<file path="src/rtl/pamt_pkg.sv">
// ----------------------------------------------------------------------------
// Prioritized address map table package
// Shared types, request and status codes, and cell commands.
// ----------------------------------------------------------------------------
package pamt_pkg;

	localparam int MAP_SLOTS_DEF = 16;
	localparam int ID_W = 9;

	localparam logic [2:0] REQ_ADD    = 3'd0;
	localparam logic [2:0] REQ_LOOKUP = 3'd1;
	localparam logic [2:0] REQ_DEL_ID = 3'd2;
	localparam logic [2:0] REQ_DEL_FD = 3'd3;
	localparam logic [2:0] REQ_PRIO   = 3'd4;
	localparam logic [2:0] REQ_EXISTS = 3'd5;

	localparam logic [1:0] ST_OK        = 2'd0;
	localparam logic [1:0] ST_NOT_FOUND = 2'd1;
	localparam logic [1:0] ST_BAD_RANGE = 2'd2;
	localparam logic [1:0] ST_NO_ID     = 2'd3;

	localparam logic [2:0] CMD_HOLD = 3'd0;
	localparam logic [2:0] CMD_ROT  = 3'd1;
	localparam logic [2:0] CMD_SQZ  = 3'd2;
	localparam logic [2:0] CMD_INS  = 3'd3;
	localparam logic [2:0] CMD_WR   = 3'd4;

	typedef struct packed {
		logic            vld;
		logic [ID_W-1:0] id;
		logic [15:0]     fd;
		logic [7:0]      flags;
		logic [63:0]     delta;
		logic [63:0]     first;
		logic [63:0]     last;
	} rec_t;

	typedef struct packed {
		logic [2:0] cmd;
		logic       sel;
	} cell_ctrl_t;

endpackage

</file>
<file path="src/rtl/pamt_idq.sv">
// ----------------------------------------------------------------------------
// Freed id queue
// First-in first-out store of ids released by deletions.
// ----------------------------------------------------------------------------
module pamt_idq import pamt_pkg::*; #(
	parameter int DEPTH = MAP_SLOTS_DEF
) (
	input  logic                       clk,
	input  logic                       arst_n,
	input  logic                       push,
	input  logic [ID_W-1:0]            push_id,
	input  logic                       pop,
	output logic [ID_W-1:0]            head_id,
	output logic [$clog2(DEPTH+1)-1:0] level
);

	localparam int AW = (DEPTH > 1) ? $clog2(DEPTH) : 1;
	localparam int CW = $clog2(DEPTH + 1);

	logic [ID_W-1:0] mem [DEPTH];
	logic [AW-1:0]   head_q;
	logic [AW-1:0]   tail_q;
	logic [CW-1:0]   cnt_q;
	logic [ID_W-1:0] rd_q;
	logic            do_push;

	assign do_push = push && (cnt_q != CW'(DEPTH));
	assign head_id = rd_q;
	assign level = cnt_q;

	always_ff @(posedge clk) begin
		if (do_push) begin
			mem[tail_q] <= push_id;
		end
		rd_q <= mem[head_q];
	end

	always_ff @(posedge clk or negedge arst_n) begin
		if (!arst_n) begin
			head_q <= '0;
			tail_q <= '0;
			cnt_q <= '0;
		end else begin
			if (do_push) begin
				tail_q <= (tail_q == AW'(DEPTH - 1)) ? '0 : tail_q + 1'b1;
			end
			if (pop) begin
				head_q <= (head_q == AW'(DEPTH - 1)) ? '0 : head_q + 1'b1;
			end
			if (do_push && !pop) begin
				cnt_q <= cnt_q + 1'b1;
			end else if (pop && !do_push) begin
				cnt_q <= cnt_q - 1'b1;
			end
		end
	end

endmodule

</file>
<file path="config.mk">
export PLATFORM = sky130hd
export DESIGN_NAME = pamt_idq
export DESIGN_NICKNAME = d
export VERILOG_FILES = /design/src/rtl/pamt_pkg.sv /design/src/rtl/pamt_idq.sv
export SDC_FILE = /design/constraint.sdc
export NUM_CORES = 1
export LEC_CHECK = 0
export ABC_AREA = 1
export BUFFER_PORTS_ARGS = -buffer_cell sky130_fd_sc_hd__buf_4
export CAP_MARGIN = 25
export CORE_MARGIN = 2
export CORE_UTILIZATION = 36
export CTS_CLUSTER_SIZE = 14
export DETAILED_ROUTE_END_ITERATION = 10
export SYNTH_ARGS = -nofsm -noshare
export SYNTH_HDL_FRONTEND = slang
export SYNTH_SLANG_ARGS = --single-unit
</file>
<file path="constraint.sdc">
create_clock -name clk -period 4.45 [get_ports clk]
set_clock_uncertainty 0.1 [all_clocks]
set_input_delay 0.89 -clock clk [delete_from_list [all_inputs] [get_ports clk]]
set_output_delay 0.89 -clock clk [all_outputs]
set_load 0.005 [all_outputs]
</file>
# Word level (Yosys, flattened, before mapping)
# Memories as Yosys holds them, arrays and structs flattened. A register that Yosys moved wholly into a read port is not among the register bits.
# Index checks and enable logic that the tools add are counted.
[totals]
mem_count = 1
out_inout_bits = 14
inputBits = 13
regBits = 13
wordCells = 23
ramBits = 144
[memory_table]
columns = ["memory", "depth", "width", "read_ports", "rd_ports_with_merged_regs", "write_ports", "line_no", "source"]
rows = [
  ["mem", 16, 9, 1, 1, 1, "pamt_idq.sv:20", "logic [ID_W-1:0] mem [DEPTH];"],
]
[classes]
eq_ne = 3
addsub = 4
n_reduce_logical = 6
muxes = 6
[ops]
columns = ["operator", "n"]
rows = [
  ["$mux W5", 2],
  ["$add A4 B1 Y4 const B", 2],
  ["$eq A4 B4 Y1 const B", 2],
  ["$mux W4", 2],
  ["$add A5 B1 Y5 const B", 1],
  ["$ne A5 B5 Y1 const B", 1],
  ["$sub A5 B1 Y5 const B", 1],
  ["$logic_and A1 B1 Y1", 3],
  ["$logic_not A1 Y1", 2],
  ["$mux W1", 2],
  ["$reduce_bool A2 Y1", 1],
]

# Logic depth before layout (Yosys ltp)
[logic_depth]
word_depth = 6
mapped_depth = 14
depth_no_buf = 14

# Worst setup path after synthesis
# OpenSTA, ideal clock, no wires.
[synth_timing]
path_kind = "input to register"
start = "input push"
end = "register cnt_q[4] (netlist: level[4])"
required_time_ns = 4.233
t_arrival_ns = 2.327
n_path_buf = 0
setup_time_ns = 0.117
setup_slack_ns = 1.907
cell_stages = 10
path_cell_list = "nand2_1 clkinv_1 ha_1 inv_1 ha_1 or2_2 nand3_1 nand2_1 nand2_1 nand2_1"
[synth_between]
elab_chain_cells = 4
elab_cells_between_ends = 6
cone_classes = "1 x mux; 5 x reduce/logical"
[synth_lines]
columns = ["element", "line_no", "source"]
rows = [
  ["from (decl)", "pamt_idq.sv:10", "input logic push,"],
  ["$logic_and A1 B1 Y1 *", "pamt_idq.sv:27", "assign do_push = push && (cnt_q != CW'(DEPTH));"],
  ["net do_push", "pamt_idq.sv:25", "logic do_push;"],
  ["$logic_not A1 Y1", "pamt_idq.sv:52", "end else if (pop && !do_push) begin"],
  ["$logic_and A1 B1 Y1", "pamt_idq.sv:52", ""],
  ["$reduce_bool A2 Y1 (no source line)", "n/a", ""],
  ["to (signal assigned)", "pamt_idq.sv:51", "cnt_q <= cnt_q + 1'b1;"],
  ["to (signal assigned)", "pamt_idq.sv:53", "cnt_q <= cnt_q - 1'b1;"],
  ["to (decl)", "pamt_idq.sv:23", "logic [CW-1:0] cnt_q;"],
]
# Mark *: on every way through the listed nets, which the timed path passes. The rest lies on a longest branch.
# A chain may end at the register's enable or synchronous reset.

# Worst setup path in the final report
[layout_timing]
start = "register cnt_q[1] (netlist: level[1])"
end = "register cnt_q[4] (netlist: level[4])"
[layout_between]
elab_chain_cells = 5
elab_cells_between_ends = 10
cone_classes = "2 x add/sub; 1 x eq/ne; 2 x mux; 5 x reduce/logical"
[layout_lines]
columns = ["element", "line_no"]
rows = [
  ["$ne A5 B5 Y1 *", "pamt_idq.sv:27"],
  ["$logic_and A1 B1 Y1 *", "pamt_idq.sv:27"],
  ["net do_push", "pamt_idq.sv:25"],
  ["$logic_not A1 Y1", "pamt_idq.sv:52"],
  ["$logic_and A1 B1 Y1", "pamt_idq.sv:52"],
  ["$reduce_bool A2 Y1 (no source line)", "n/a"],
]
# Mark *: on every way through the listed nets, which the timed path passes. The rest lies on a longest branch. The select of a mux whose other input is x is not followed.

==> results.json <==
{
  "grt.total_usage": 0.1663,
  "wl_per_cell_um": 16.27,
  "maxCapViolations": 0,
  "grt_pass1_wl_um": 26630,
  "synth_compound_area_frac": 0.006309,
  "antenna_found_initial": 0,
  "vias_per_cell": 4.582,
  "final-max-slew-violation-count": 0,
  "crit_required_ns": 4.67,
  "final_layout_size_suffix_gt1_frac": 0.08205,
  "clockBufferDepth": 2,
  "fp.dieW_um": 146.8,
  "synth_xor_area_frac": 0.004774,
  "yosys.area_share.simple": 0.2114,
  "critPathMostFrequentCell": "nand2_1",
  "io_buffers": 26,
  "start_util": 0.3650,
  "setup_viol_count_final": 0,
  "ys_types": 27,
  "area_growth_pct": 13.93,
  "cp_slowest_cell": "dfrtp_1",
  "core_um2": 20100,
  "setup_tns_ns": 0,
  "grt_max_degree": 74,
  "fill_cells": 1900,
  "synth-seq-cells": 166,
  "peakVddDrop_uv": 362.1,
  "slew_headroom": 0.4378,
  "multi_input_area_um2": 1765,
  "final_common_cell": "nand2_1",
  "critPathLaunchType": "flip-flop",
  "synthMuxAreaShare": 0,
  "drc": 0,
  "path_cells": "nor2_1 > nand4_1 > nand2_1 > clkinv_1 > ha_1 > inv_1 > ha_1 > or2_2 > nand3_1 > nand2_1 > nand2_1 > nand2_1",
  "critPathKind": "flip-flop to flip-flop",
  "grt_pass1_vias": 4721,
  "die_area_um2": 21540,
  "fin_cells": 1050,
  "fmax_ghz": 0.3954,
  "drtPass1Iterations": 5,
  "leakage_nw": 3.730,
  "hold_viol": 0,
  "crit_path_end_kind": "flip-flop",
  "drtIter0Drc": 413,
  "globalplace.congestion": 0.8022,
  "wl_um": 17080,
  "yosys_warnings": 0,
  "clock_latency_ns": 0.43,
  "finalCritPeriodShare": 0.5683,
  "layout_common_cells": "nand2_1, inv_1, edfxtp_1, nand3_1, buf_4",
  "fin_nets": 790,
  "cts_made_buffers": 17,
  "p_per_area_nw_per_um2": 596.2,
  "tightest_slew_ns": 0.8403,
  "syn_nets": 768,
  "rows": 52,
  "cts_max_level": 4,
  "dp_hpwl_um": 10330,
  "status": "completed",
  "cts.clk_slew.worst_paths_ns": 0.06,
  "post_cts_buffers": 0,
  "cts_sinks": 166,
  "r2r_start": "level[1]",
  "rsz0062_at_grt": "false",
  "dp_cells": 1018,
  "cp_num_buf_inv": 2,
  "ctsHoldBuffers": 0,
  "die_height_um": 146.8,
  "reg2reg_depth": 12,
  "cts-root-buf": "clkbuf_16",
  "antenna_left": 0,
  "synth_top_family_by_area": "simple AND/OR/NAND/NOR gates",
  "worstHoldPathType": "primary input to async pin",
  "cts_resized": 0,
  "cts_tree": "yes",
  "critPathMaxStageDelay_ns": 0.44,
  "num_vias": 4811,
  "finalCriticalPeriod_ns": 2.529,
  "seq_area_um2": 4831,
  "crit_fanout": 8,
  "ioPinCount": 27,
  "antennaDiodeCount": 0,
  "yosysSeqAreaShare": 0.6581,
  "syn_inst": 745,
  "syn_avg_cell_area_um2": 9.850,
  "cpLargestDelayFamily": "simple AND/OR/NAND/NOR gates",
  "r2r_slack_ns": 1.92,
  "reg2reg_to": "level[4]",
  "syn_area_um2": 7338,
  "cp.arrival_ns": 2.75,
  "grt_overflow_total": 0,
  "synth_adder_area_share": 0.01807
}
-- how the worst max path moves through the flow --
stage                     cells after the start  slack, ns        to  startpoint
after floorplan                              10       1.91  level[4]        push
after global placement                       11       1.59  level[4]        push
after detailed placement                     11       1.56  level[4]        push
after CTS                                    12       1.91  level[4]    level[1]
after global routing                         13       1.65  level[4]    level[1]
final                                        12       1.92  level[4]    level[1]
-- cell usage after synthesis (all sizes together) --
library cell | instances | area, um2
a21oi | 1 | 5.000
buf | 21 | 146.4
clkbuf | 5 | 18.77
clkinv | 4 | 15.01
dfrtp | 13 | 325.3
dfxtp | 9 | 180.2
edfxtp | 144 | 4324
fa | 1 | 20.02
ha | 9 | 112.6
inv | 150 | 563.0
nand2 | 253 | 949.7
nand2b | 1 | 6.260
nand3 | 99 | 495.5
nand4 | 1 | 6.260
nor2 | 20 | 77.58
nor3 | 1 | 10.01
o21ai | 7 | 35.03
o22ai | 1 | 6.260
or2 | 1 | 6.260
xnor2 | 2 | 17.52
xor2 | 2 | 17.52
-- final cells by class --
cell class                 count  area share
clock inverter                13     0.02125
multi-input combinational    399      0.2112
clock buffer                  19     0.05418
timing repair buffer          29     0.02604
tap                          270     0.04041
inverter                     154     0.06914
sequential                   166      0.5778
-- metrics by stage --
step | setup WS (ns) | instance area, um2 | hold WS [ns] | utilization | total power, mW
after global placement | 1.590 | 7730 | 0.4597 | 0.3845 | 3.454
after detailed placement | 1.557 | 7730 | 0.4772 | 0.3845 | 3.459
final | 1.921 | 8361 | 0.1992 | 0.4159 | 4.985
after floorplan | 1.907 | 7338 | 0.4134 | - | 2.992
after global routing | 1.646 | 8361 | 0.1879 | 0.4159 | 5.275
after CTS | 1.906 | 8361 | 0.1857 | 0.4159 | 5.014
-- where the power goes --
part	internal, mW	switching, mW	total, mW
clock network	0.964	0.593	1.56
logic	0.450	0.946	1.40
registers	1.91	0.119	2.03
total	3.33	1.66	4.98
-- logic make-up after synthesis --
group / after synthesis
XOR/XNOR: 4
AO/OA/AOI/OAI: 9
AND/OR/NAND/NOR: 376
adder cells (fa/ha/maj): 10
flip-flops: 166
buffers and inverters: 180
-- sequential cells by signal, summed over array words and instances, names as in the netlist --
register / count
mem: 144
head_id: 9
level: 5
head_q: 4
tail_q: 4
-- metal layers --
layer | routed length (um) | up-vias | share of wire | track usage
met5 | 0 | - | 0 | 0
met4 | 304 | 0 | 0.018 | 0.06068
met3 | 934 | 20 | 0.055 | 0.03602
met2 | 8019 | 145 | 0.47 | 0.2596
met1 | 7822 | 2265 | 0.46 | 0.2300
li1 | - | 2381 | - | -
(Power assumes the default switching activity.)
