--- src/rtl/pamt_pkg.sv ---
// ----------------------------------------------------------------------------
// Prioritized address map table package
// Shared types, request and status codes, and cell commands.
// ----------------------------------------------------------------------------
package pamt_pkg;

	localparam int MAP_SLOTS_DEF = 16;
	localparam int ID_W = 9;

	localparam logic [2:0] REQ_ADD    = 3'd0;
	localparam logic [2:0] REQ_LOOKUP = 3'd1;
	localparam logic [2:0] REQ_DEL_ID = 3'd2;
	localparam logic [2:0] REQ_DEL_FD = 3'd3;
	localparam logic [2:0] REQ_PRIO   = 3'd4;
	localparam logic [2:0] REQ_EXISTS = 3'd5;

	localparam logic [1:0] ST_OK        = 2'd0;
	localparam logic [1:0] ST_NOT_FOUND = 2'd1;
	localparam logic [1:0] ST_BAD_RANGE = 2'd2;
	localparam logic [1:0] ST_NO_ID     = 2'd3;

	localparam logic [2:0] CMD_HOLD = 3'd0;
	localparam logic [2:0] CMD_ROT  = 3'd1;
	localparam logic [2:0] CMD_SQZ  = 3'd2;
	localparam logic [2:0] CMD_INS  = 3'd3;
	localparam logic [2:0] CMD_WR   = 3'd4;

	typedef struct packed {
		logic            vld;
		logic [ID_W-1:0] id;
		logic [15:0]     fd;
		logic [7:0]      flags;
		logic [63:0]     delta;
		logic [63:0]     first;
		logic [63:0]     last;
	} rec_t;

	typedef struct packed {
		logic [2:0] cmd;
		logic       sel;
	} cell_ctrl_t;

endpackage

--- src/rtl/pamt_cell.sv ---
// ----------------------------------------------------------------------------
// Map table cell
// Holds one map at one priority position and moves it to a neighbor on command.
// ----------------------------------------------------------------------------
module pamt_cell import pamt_pkg::*; (
	input  logic       clk,
	input  logic       arst_n,
	input  cell_ctrl_t ctrl,
	input  rec_t       next_rec,
	input  rec_t       prev_rec,
	input  rec_t       new_rec,
	input  logic       hole_in,
	output logic       hole_out,
	output rec_t       rec
);

	rec_t rec_q;

	assign hole_out = hole_in | ~rec_q.vld;
	assign rec = rec_q;

	always_ff @(posedge clk or negedge arst_n) begin
		if (!arst_n) begin
			rec_q <= '0;
		end else begin
			case (ctrl.cmd)
				CMD_ROT: begin
					rec_q <= next_rec;
				end
				CMD_SQZ: begin
					if (hole_out) begin
						rec_q <= next_rec;
					end
				end
				CMD_INS: begin
					rec_q <= prev_rec;
				end
				CMD_WR: begin
					if (ctrl.sel) begin
						rec_q <= new_rec;
					end
				end
				default: begin
				end
			endcase
		end
	end

endmodule

--- config.mk ---
export PLATFORM = sky130hd
export DESIGN_NAME = pamt_cell
export DESIGN_NICKNAME = d
export VERILOG_FILES = /design/src/rtl/pamt_pkg.sv /design/src/rtl/pamt_cell.sv
export SDC_FILE = /design/constraint.sdc
export NUM_CORES = 1
export LEC_CHECK = 0
export ABC_AREA = 1
export BUFFER_PORTS_ARGS = -buffer_cell sky130_fd_sc_hd__buf_2
export CAP_MARGIN = 0
export CELL_PAD_IN_SITES_DETAIL_PLACEMENT = 1
export CELL_PAD_IN_SITES_GLOBAL_PLACEMENT = 1
export CORE_AREA = 4 4 356 358
export DETAILED_ROUTE_END_ITERATION = 10
export DIE_AREA = 0 0 360 362
export PLACE_DENSITY = 0.45
export SKIP_CTS_REPAIR_TIMING = 1
export SYNTH_ARGS = -nofsm -noshare
export SYNTH_HDL_FRONTEND = slang
export SYNTH_SLANG_ARGS = --single-unit
--- constraint.sdc ---
create_clock -name clk -period 1.44 [get_ports clk]
set_clock_uncertainty 0.15 [all_clocks]
set_input_delay 0.216 -clock clk [delete_from_list [all_inputs] [get_ports clk]]
set_output_delay 0.216 -clock clk [all_outputs]
set_load 0.1 [all_outputs]
# Word level (Yosys, flattened, before mapping)
# Cells that the tools add are included.
# totals
reg_bits	226
inputBits	685
output_inout_bits	227
wordCells	20
# op_classes
n_eq_ne	6
mux	3
bitwise	2
reduce_logical	2
# ops
operator	count
case mux 226 bit (4 select lines)	1
two-way mux 226 bit	2
== test 3 x 2 -> 1 bit, second input constant	2
inequality test 2 bit, second input constant	2
nonzero test 4 bit	1
== test 3 x 1 -> 1 bit, second input constant	1
== test 3 bit, second input constant	1
AND reduction 3 bit	1
NOT 1 bit	1
bitwise OR 1 bit	1

# Logic depth before layout (Yosys ltp)
# Gate-level depths: netlist of the first run.
# depth
word_depth	4
ltp_mapped	11
mapped_depth_nobuf	7

# Worst setup path after synthesis of the first run
# No wires, ideal clock.
# synth_path
path_kind	register -> register
from	reg rec_q (netlist bit rec[225])
to	reg rec_q (netlist bit rec[163])
setup_time_ps	69
arrival_ps	2747
required_ps	1221
setup_slack_ps	-1525
stages_incl_launch_ff	8
n_path_buf	3
period_less_slack_ps	2965
path_cell_list	dfrtp_1 -> nand2_1 -> nand3_1 -> buf_2 -> buf_2 -> buf_2 -> nand4_1 -> nand2_1
# synth_between
elab_chain_cells	4
# synth_rtl
element	line_no	source
from (decl)	pamt_cell.sv:17	rec_t rec_q;
from (signal assigned)	pamt_cell.sv:28	rec_q <= next_rec;
from (signal assigned)	pamt_cell.sv:32	rec_q <= next_rec;
from (signal assigned)	pamt_cell.sv:36	rec_q <= prev_rec;
NOT 1 bit	pamt_cell.sv:19	assign hole_out = hole_in | ~rec_q.vld;
bitwise OR 1 bit	pamt_cell.sv:19	
via hole_out	pamt_cell.sv:13	output logic hole_out,
inequality test 2 bit (no source line)	--	
AND reduction 3 bit (no source line)	--	
# The timed path passes the listed nets, and every way through them passes these cells.
# A chain may end at the register's enable or synchronous reset.

# Worst setup path in the final report of the first run
# layout_path
from	reg rec_q (netlist bit rec[225])
to	out hole_out
# layout_between
elab_chain_cells	2
# layout_rtl
element	line_no
NOT 1 bit	pamt_cell.sv:19
bitwise OR 1 bit	pamt_cell.sv:19
to (decl)	pamt_cell.sv:13
# No other way between the ends.

==> reports/results.ini, run 1 <==
[run_status]
status = finished, violations left
violations = negative hold slack, negative setup slack

[worst_hold_path]
hold_start = new_rec[128]
hold_path_class = in2reg

[worst_setup_path]
max_stage_delay_ns = 0.50
path_delay_family = flip-flops
path_max_fanout = 2
startpoint = rec[225]$_DFFE_PN0P_
crit_path_end_kind = output pin
path_class = reg2out
path_buf_inv = 2
crit-reg2reg-launch = rec[225]$_DFFE_PN0P_
arrival_ns = 1.42
slowest_stage = dfrtp_4
start_kind = register
crit_path_cell_trace = nand2_8, buf_6, buf_12
worstPathRequired_ns = 1.07

[global_routing]
grt_pass1_wl_um = 168000
antenna_found_initial = 35
grt_usage = 0.173
grt_pass1_vias = 23500
gr-total-overflow = 0
grt_max_degree = 57

[synth]
yosysSeqAreaShare = 0.346
syn-cell-area_um2 = 16300
netlist_instances = 2545
syn_nets = 3230
yosys_warnings = 0
synth_seq_cells = 226
synth_cell_types = 12
synth_area_leaders = dfrtp_1 35%, nand2_1 21%, nand4_1 17%
synth_top_cell_by_area = dfrtp_1
synth.avg_cell_area_um2 = 6.41
yosysTopAreaCellShare = 0.346

[placement]
dp_hpwl_um = 95700
gp_congestion = 0.867
portBuffers = 911
dpl_worst_slack_ns = -0.311
place_inst = 5067

[sta]
finalCritPeriodShare = 1.24
max_slew_margin = 0.728
fin_crit_ns = 1.79
hold_violations = 44
finalWorstSetupSlack_ns = -0.345
setup_viol = 453
slew_viol_final = 0
tightest_slew_ns = 0.409
rsz0062_at_grt = yes
max_clock_freq_mhz = 560
hold_ws_ns = -0.0409

[cells_and_area]
layout-area-overhead-vs-synth_pct = 115
seqCellArea_um2 = 5680
layout-drive-gt1-share = 0.422
final_cells = 5541
layout.nets = 4552
n_fill_cell = 14800
largest_reg_flops = 226
multi_input_area_um2 = 9850

[clock_network]
clock_tree.buffer_depth = 3
insertion_delay_ns = 0.55
numCtsBuffers = 35
cts_tree = built
cts_root_buffer = clkbuf_16
clock-sinks = 226
htree_levels = 2
cts.clk_slew.worst_paths_ns = 0.05

[die]
core_area_um2 = 123000
io_pins = 912
dieArea_um2 = 130000
die_x_um = 360
die_y_um = 362
initial_utilization = 0.132
num_rows = 129

[route]
vias = 24000
initialDrtViolationCount = 1196
dr.pass1.iters = 5
drc = 0
wl_per_cell_um = 23.1
ant_nets = 0
drt-total-wl_um = 128000
vias_per_cell = 4.33

[power]
power.total_w = 0.0396
ir_drop_mv = 0.730
powerDensity_nw_per_um2 = 1130
leakage_nw = 18.1

[job]
maxCapViolCount = 0

[stage by stage]
step / hold slack, ns / instance area (um2) / setup TNS (ns) / utilization
6_report: -0.0409 / 35100 / -66.23 / 0.284
5_1_grt: -0.0106 / 35100 / -90.97 / 0.284
4_1_cts: -0.531 / 29100 / -75.87 / 0.236
3_5_place_dp: 0.0859 / 28000 / -50.44 / 0.227
3_3_place_gp: 0.0902 / 28000 / -49.85 / 0.227
2_1_floorplan: -0.230 / 16500 / -72.15 / -
[worst reg2reg max path, delay by kind of cell (launching register included)]
kind          cells  cell delay (ns)
flops             1             0.50
buf+inv           3             0.53
simple gates      5             0.50
[logic make-up (layout without fill, tap and decap cells)]
| family | after synthesis | count (layout) | share of synthesized area |
|---|---|---|---|
| buf+inv | 503 | 1846 | 0.131 |
| simple gates | 1816 | 1816 | 0.523 |
| other cells | 0 | 16 | 0 |
| flops | 226 | 226 | 0.346 |
[layout by cell type, fill, tap and decap left out]
| master | instances |
|---|---|
| buf_12 | 312 |
| buf_16 | 5 |
| buf_2 | 680 |
| buf_4 | 203 |
| buf_6 | 17 |
| buf_8 | 28 |
| bufinv_16 | 1 |
| clkbuf_1 | 8 |
| clkbuf_16 | 64 |
| clkbuf_8 | 6 |
| clkinv_2 | 5 |
| clkinv_8 | 2 |
| clkinvlp_4 | 1 |
| dfrtp_1 | 207 |
| dfrtp_2 | 18 |
| dfrtp_4 | 1 |
| diode_2 | 16 |
| dlygate4sd3_1 | 286 |
| inv_1 | 227 |
| inv_8 | 1 |
| nand2_1 | 616 |
| nand2_2 | 186 |
| nand2_4 | 103 |
| nand2_8 | 2 |
| nand3_1 | 452 |
| nand3_4 | 4 |
| nand4_1 | 452 |
| nor2_4 | 1 |
[final cells by class]
class / instances / share of cell area
clock buffers: 49 / 0.0282
flip-flops and latches: 226 / 0.162
well taps: 1637 / 0.0584
repair buffers: 1560 / 0.442
multi-input cells: 1816 / 0.281
inverters: 228 / 0.0246
clock inverters: 9 / 0.00271
diodes: 16 / 0.00114
[report_power, final]
part | switching (W) | total, W | internal, W
clock | 0.00341 | 0.00836 | 0.00495
sequential | 0.00135 | 0.00884 | 0.00749
combinational | 0.0140 | 0.0224 | 0.00847
[routing by layer]
layer  part of all wire  global-route usage  vias up
met2               0.51               0.313      718
met4              0.024              0.0386        2
met5            0.00010                   0        -
li1                   -                   -    11300
met3              0.049              0.0400      166
met1               0.41               0.207    11900
[worst paths after layout]
check | slack [ns] | to | depth (start not counted)
max | -0.35 | hole_out | 3
min | -0.04 | rec[128]$_DFFE_PN0P_ | 7
max reg2reg | -0.31 | rec[5]$_DFFE_PN0P_ | 8
min reg2reg | 0.43 | rec[105]$_DFFE_PN0P_ | 2
max in group asynchronous | 0.49 | rec[137]$_DFFE_PN0P_ | 4
min in group asynchronous | 0.10 | rec[50]$_DFFE_PN0P_ | 3
[Yosys cell counts (all sizes together)]
| cell | instances |
|---|---|
| buf | 204 |
| clkbuf | 71 |
| dfrtp | 226 |
| inv | 228 |
| nand2 | 907 |
| nand3 | 456 |
| nand4 | 452 |
| nor2 | 1 |
No activity file was read; power rests on OpenSTA's default activity.
==> run 2, diff against run 1 <==
CORE_AREA = 4 4 348 350   (was 4 4 356 358)
DIE_AREA = 0 0 352 354   (was 0 0 360 362)
clock period = 1.7 ns   (was 1.44 ns; I/O delays follow)
==> run 2 against run 1 <==
Effect of this change: the run still ends with negative hold slack, negative setup slack left; setup slack gained 0.28 ns; global-route usage grew 0.21 points; largest power group unchanged; sequential share of layout area grew 3.0 points; total power shrank 26%; worst hold slack lost 0.0089 ns; first-iteration DRC count shrank 3.0%; wire length shrank 7.0%; non-clock buffer count shrank 132; clock power shrank 17%; register-to-register slack gained 0.29 ns; via count shrank 4.6%.
==> reports/results.ini, run 2 (synthesized netlist as in run 1, its figures left out) <==
[sta]
fin_crit_ns = 1.76
slew_viol_final = 0  ; unchanged
tightest_slew_ns = 0.451  ; +0.0425 ns
hold_violations = 32  ; -27%
rsz0062_at_grt = yes
finalCritPeriodShare = 1.04
finalWorstSetupSlack_ns = -0.0605  ; +0.285 ns
setup_viol = 13  ; -97%
max_clock_freq_mhz = 568
max_slew_margin = 0.699  ; -0.0283
hold_ws_ns = -0.0497  ; -0.00886 ns

[worst_setup_path]
crit_path_end_kind = output pin
path_max_fanout = 3  ; +1
worstPathRequired_ns = 1.29  ; +0.22 ns
arrival_ns = 1.36  ; -0.06 ns
path_class = reg2out
start_kind = register

[placement]
place_inst = 4964  ; -2.0%
portBuffers = 911  ; unchanged
gp_congestion = 0.873  ; +0.70%
dp_hpwl_um = 93900  ; -1.9%
dpl_worst_slack_ns = -0.210  ; +0.101 ns
place_area_um2 = 24500  ; -13%

[global_routing]
grt_usage = 0.175  ; +0.00214
antenna_found_initial = 16  ; -54%
grt_max_degree = 49  ; -14%
grt_pass1_vias = 22900  ; -2.5%
grt_pass1_wl_um = 162000  ; -3.6%
gr-total-overflow = 0  ; unchanged

[cells_and_area]
fin_area_um2 = 29500  ; -16%
final_util = 0.251  ; -0.0336
final_cells = 5299  ; -4.4%
seqCellArea_um2 = 5680  ; -0.11%
multi_input_area_um2 = 8710  ; -12%
mostFrequentLayoutCell = nand2_1
layout.nets = 4419  ; -2.9%
n_fill_cell = 14600  ; -0.99%
layout-drive-gt1-share = 0.338  ; -0.0840
final_cell_mix = 883 x nand2_1, 680 x buf_2, 452 x nand3_1, 452 x nand4_1, 286 x buf_4
largest_reg_flops = 226  ; unchanged
layout-area-overhead-vs-synth_pct = 80.9

[power]
clkPwrFrac = 0.236  ; +0.025
sw_frac_of_total = 0.502  ; +0.0301
powerDensity_nw_per_um2 = 999  ; -12%
combinationalPowerShare = 0.523  ; -0.043
leakage_nw = 15.8  ; -13%
ir_drop_mv = 0.538  ; -26%
p_int_w = 0.0147  ; -30%
p_seq_frac = 0.241  ; +0.018
p_sw_w = 0.0148  ; -21%

[route]
vias = 22900  ; -4.6%
drt-total-wl_um = 119000  ; -7.0%
vias_per_cell = 4.32  ; -0.23%
wl_per_cell_um = 22.5  ; -2.7%
dr.pass1.iters = 5  ; unchanged
initialDrtViolationCount = 1160  ; -3.0%
ant_nets = 0  ; unchanged
drc = 0  ; unchanged

[die]
num_rows = 126  ; -2.3%
initial_utilization = 0.139  ; +0.00624
die_x_um = 352  ; -2.2%
die_y_um = 354  ; -2.2%
dieArea_um2 = 125000  ; -4.4%
core_area_um2 = 118000  ; -4.5%
io_pins = 912  ; unchanged

[clock_network]
cts_root_buffer = clkbuf_16
cts_tree = built
clock-sinks = 226  ; unchanged
clock_tree.buffer_depth = 3  ; unchanged
numCtsBuffers = 34  ; -2.9%
htree_levels = 2  ; unchanged
insertion_delay_ns = 0.56  ; about the same
cts.clk_slew.worst_paths_ns = 0.06  ; about the same

[run_status]
status = finished, violations left
violations = negative hold slack, negative setup slack

[job]
maxCapViolCount = 0  ; unchanged

[worst_hold_path]
hold_path_class = in2reg

[run 2: power by group through the flow]
stage               registers (W)  clock network, W  logic [W]
global placement          0.00704                 0     0.0140
CTS                       0.00699           0.00730     0.0140
floorplan                  0.0138                 0    0.00260
detailed placement        0.00707                 0     0.0140
global route              0.00724           0.00750     0.0161
finish                    0.00712           0.00696     0.0154
[run 2: cell type report]
class | instances | share of cell area
Clock inverter | 9 | 0.00182
Sequential cell | 226 | 0.192
Multi-Input combinational cell | 1816 | 0.295
Inverter | 228 | 0.0292
Timing Repair Buffer | 1428 | 0.382
Clock buffer | 49 | 0.0341
Antenna cell | 7 | 0.000593
Tap cell | 1536 | 0.0651
[run 2: through the flow]
step / total power, W / setup TNS [ns]
after floorplan: 0.0164 / -13.63
after CTS: 0.0283 / -29.19
after detailed placement: 0.0211 / -23.67
final: 0.0295 / -0.123
after global placement: 0.0211 / -16.51
after global routing: 0.0309 / -6.22
[run 2: worst max-delay path: stages, from the launching register on]
cell,delay (ns)
dfrtp_4,0.52
nand2_8,0.09
buf_12,0.17
[run 2: path summary, 6_finish.rpt]
path                                         to  cells past startpoint            startpoint  slack, ns
min in group asynchronous   rec[71]$_DFFE_PN0P_                      2                arst_n       0.08
hold reg to reg            rec[201]$_DFFE_PN0P_                      2  rec[201]$_DFFE_PN0P_       0.38
max in group asynchronous  rec[120]$_DFFE_PN0P_                      3                arst_n       0.56
setup reg to reg            rec[52]$_DFFE_PN0P_                      7  rec[225]$_DFFE_PN0P_      -0.02
setup / recovery                       hole_out                      2  rec[225]$_DFFE_PN0P_      -0.06
hold / removal              rec[85]$_DFFE_PN0P_                      7           new_rec[85]      -0.05
[run 2: per-layer routing]
layer | track usage | vias to the layer above | share of wire
met5 | 0 | - | 0.00069
met4 | 0.0469 | 12 | 0.024
met3 | 0.0426 | 136 | 0.052
met2 | 0.300 | 665 | 0.49
met1 | 0.218 | 11100 | 0.43
li1 | - | 11000 | -
==> run 3, diff against run 2 <==
ABC_AREA = unset   (was 1)
CORE_AREA = 4 4 352 354   (was 4 4 348 350)
DIE_AREA = 0 0 356 358   (was 0 0 352 354)
PLACE_DENSITY = 0.41   (was 0.45)
==> run 3 against run 2 <==
Effect of this change: the flow still finishes with violations (negative hold slack, negative setup slack); critical path type unchanged; combinational power increased by 12%; setup slack got worse by 0.031 ns; sequential power increased by 3.5%; via count decreased by 17%; first-iteration DRC count decreased by 15%; largest cell class unchanged; clock power increased by 3.0%; wire length decreased by 18%; area after synthesis decreased by 5.9%; die area increased by 2.3%; register-to-register slack got worse by 0.05 ns; utilization decreased by 1.5 points; non-clock buffer count increased by 36.
==> reports/results.ini, run 3 <==
[run_status]
status = finished, violations left
violations = negative hold slack, negative setup slack

[synth]
yosys_warnings = 0  ; unchanged
synth_seq_cells = 226  ; unchanged
synth.avg_cell_area_um2 = 8.71  ; +36%
synth.top_cells.by_count = 227 x inv_1, 227 x nor2_1
yosysTopAreaCellShare = 0.368  ; +0.0216
syn-cell-area_um2 = 15400  ; -5.9%
synth_top_cell_by_area = dfrtp_1
async_reset_ff_frac = 1.00  ; unchanged
synth_edf_count = 0  ; unchanged
ys.flop_type = dfrtp_1
netlist_instances = 1765  ; -31%
synth_cell_types = 18  ; +6
synth_area_leaders = dfrtp_1 37%, mux2i_1 15%, o221ai_1 13%
yosysSeqAreaShare = 0.368  ; +0.0216
syn_nets = 2450  ; -24%

[route]
vias = 19000  ; -17%
drt-total-wl_um = 97300  ; -18%
initialDrtViolationCount = 984  ; -15%
wl_per_cell_um = 20.5  ; -8.6%
ant_nets = 0  ; unchanged
drc = 0  ; unchanged
dr.pass1.iters = 5  ; unchanged
vias_per_cell = 4.00  ; -7.4%

[worst_setup_path]
crit_path_end_kind = output pin
r2r_cells = 6  ; -1
arrival_ns = 1.39  ; +0.03 ns
worstPathRequired_ns = 1.29  ; about the same
start_kind = register
path_class = reg2out
path_max_fanout = 2  ; -1

[sta]
max_clock_freq_mhz = 558  ; -1.8%
slew_viol_final = 0  ; unchanged
hold_violations = 17  ; -47%
fin_crit_ns = 1.79  ; +0.0314 ns
setup_viol = 86  ; +73
hold_ws_ns = -0.0306  ; +0.0191 ns
tightest_slew_ns = 0.579  ; +0.128 ns
finalCritPeriodShare = 1.05  ; +0.0185
final.setup.tns_ns = -1.86  ; -1.74 ns
max_slew_margin = 0.614  ; -0.0853
finalWorstSetupSlack_ns = -0.0920  ; -0.0314 ns
rsz0062_at_grt = yes

[die]
num_rows = 128  ; +1.6%
dieArea_um2 = 127000  ; +2.3%
die_x_um = 356  ; +1.1%
core_area_um2 = 121000  ; +2.8%
initial_utilization = 0.127  ; -0.0117
io_pins = 912  ; unchanged
die_y_um = 358  ; +1.1%

[placement]
dp_hpwl_um = 75700  ; -19%
gp_congestion = 0.834  ; -4.5%
portBuffers = 911  ; unchanged
place_inst = 4304  ; -13%
place_area_um2 = 23000  ; -6.3%

[global_routing]
grt_max_degree = 82  ; +67%
antenna_found_initial = 7  ; -9
grt_pass1_wl_um = 133000  ; -18%
grt_usage = 0.140  ; -0.0353
grt_pass1_vias = 18600  ; -19%
gr-total-overflow = 0  ; unchanged

[cells_and_area]
fin_area_um2 = 28600  ; -3.2%
layout-area-overhead-vs-synth_pct = 86.1
layout.nets = 3776  ; -15%
layout-drive-gt1-share = 0.370  ; +0.0324
final_util = 0.236  ; -0.0146
final_cells = 4739  ; -11%
largest_reg_flops = 226  ; unchanged
mostFrequentLayoutCell = buf_2
final_cell_mix = 680 x buf_2, 370 x dlygate4sd3_1, 296 x buf_4

[worst_hold_path]
min_path_cells = 3  ; -4
hold_path_class = in2reg

[power]
leakage_nw = 13.3  ; -16%
power.total_w = 0.0317  ; +7.5%
powerDensity_nw_per_um2 = 1110  ; +11%
ir_drop_mv = 0.578  ; +7.4%

[clock_network]
insertion_delay_ns = 0.54  ; -0.02 ns
cts.clk_slew.worst_paths_ns = 0.05  ; about the same
cts_root_buffer = clkbuf_16
clock_tree.buffer_depth = 3  ; unchanged
cts_tree = built
numCtsBuffers = 35  ; +2.9%
htree_levels = 2  ; unchanged
clock-sinks = 226  ; unchanged

[job]
maxCapViolCount = 0  ; unchanged

## run 3: cell count changes in the layout (fill, tap and decap cells not counted), sizes merged, moves of 5 or more
cell / change
clkinv: -5
o221ai: +226
nand4: -452
clkbuf: -5
mux2i: +227
buf: -70
nor3b: +226
nand3: -456
nand2: -905
nor2: +226
dlygate4sd3: +115
o21ai: +226
## run 3: final timing paths
check | from | endpoint | slack, ns
worst max-delay path | rec[225]$_DFFE_PN0P_ | hole_out | -0.09
worst min-delay path | new_rec[142] | rec[142]$_DFFE_PN0P_ | -0.03
min in group asynchronous | arst_n | rec[154]$_DFFE_PN0P_ | 0.10
worst max register to register | rec[225]$_DFFE_PN0P_ | rec[144]$_DFFE_PN0P_ | -0.07
worst min register to register | rec[180]$_DFFE_PN0P_ | rec[180]$_DFFE_PN0P_ | 0.36
max in group asynchronous | arst_n | rec[118]$_DFFE_PN0P_ | 0.61
## run 3: layout make-up
| class | instances | area (um2) |
|---|---|---|
| clock inverter | 2 | 35.0 |
| timing repair buffer | 1464 | 10900 |
| sequential | 226 | 5670 |
| tap | 1625 | 2030 |
| clock buffer | 53 | 1050 |
| fill | 14500 | 92500 |
| inverter | 227 | 852 |
| antenna | 5 | 12.5 |
| multi-input combinational | 1137 | 8010 |
## run 3: critical path, stage by stage (launching register included)
cell and delay (ns):
dfrtp_4 0.49, nand2b_4 0.09, buf_6 0.10, buf_12 0.16
## run 3: stage by stage
stage,setup WS [ns],hold WS [ns]
detailed placement,-0.305,0.0906
finish,-0.0920,-0.0306
global route,-0.164,0.000425
global placement,-0.297,0.0876
CTS,-0.278,-0.545
floorplan,-0.312,-0.191
## run 3: kinds of logic after synthesis
kind of cell	share of synthesized area
and+or+nand+nor	0.167
AOI/OAI and AO/OA	0.203
buffers and inverters	0.113
muxes	0.149
DFF	0.368
## run 3: metal layers
metal	track usage	up-vias	part of all wire
li1	-	8969	-
met4	0.0342	4	0.021
met2	0.238	672	0.49
met5	0	-	0.00028
met3	0.0397	103	0.064
met1	0.173	9228	0.42
## run 3: power breakdown
part           switching (W)  internal [W]
combinational         0.0126       0.00458
sequential          0.000811       0.00655
clock                0.00283       0.00434
total                 0.0162        0.0155
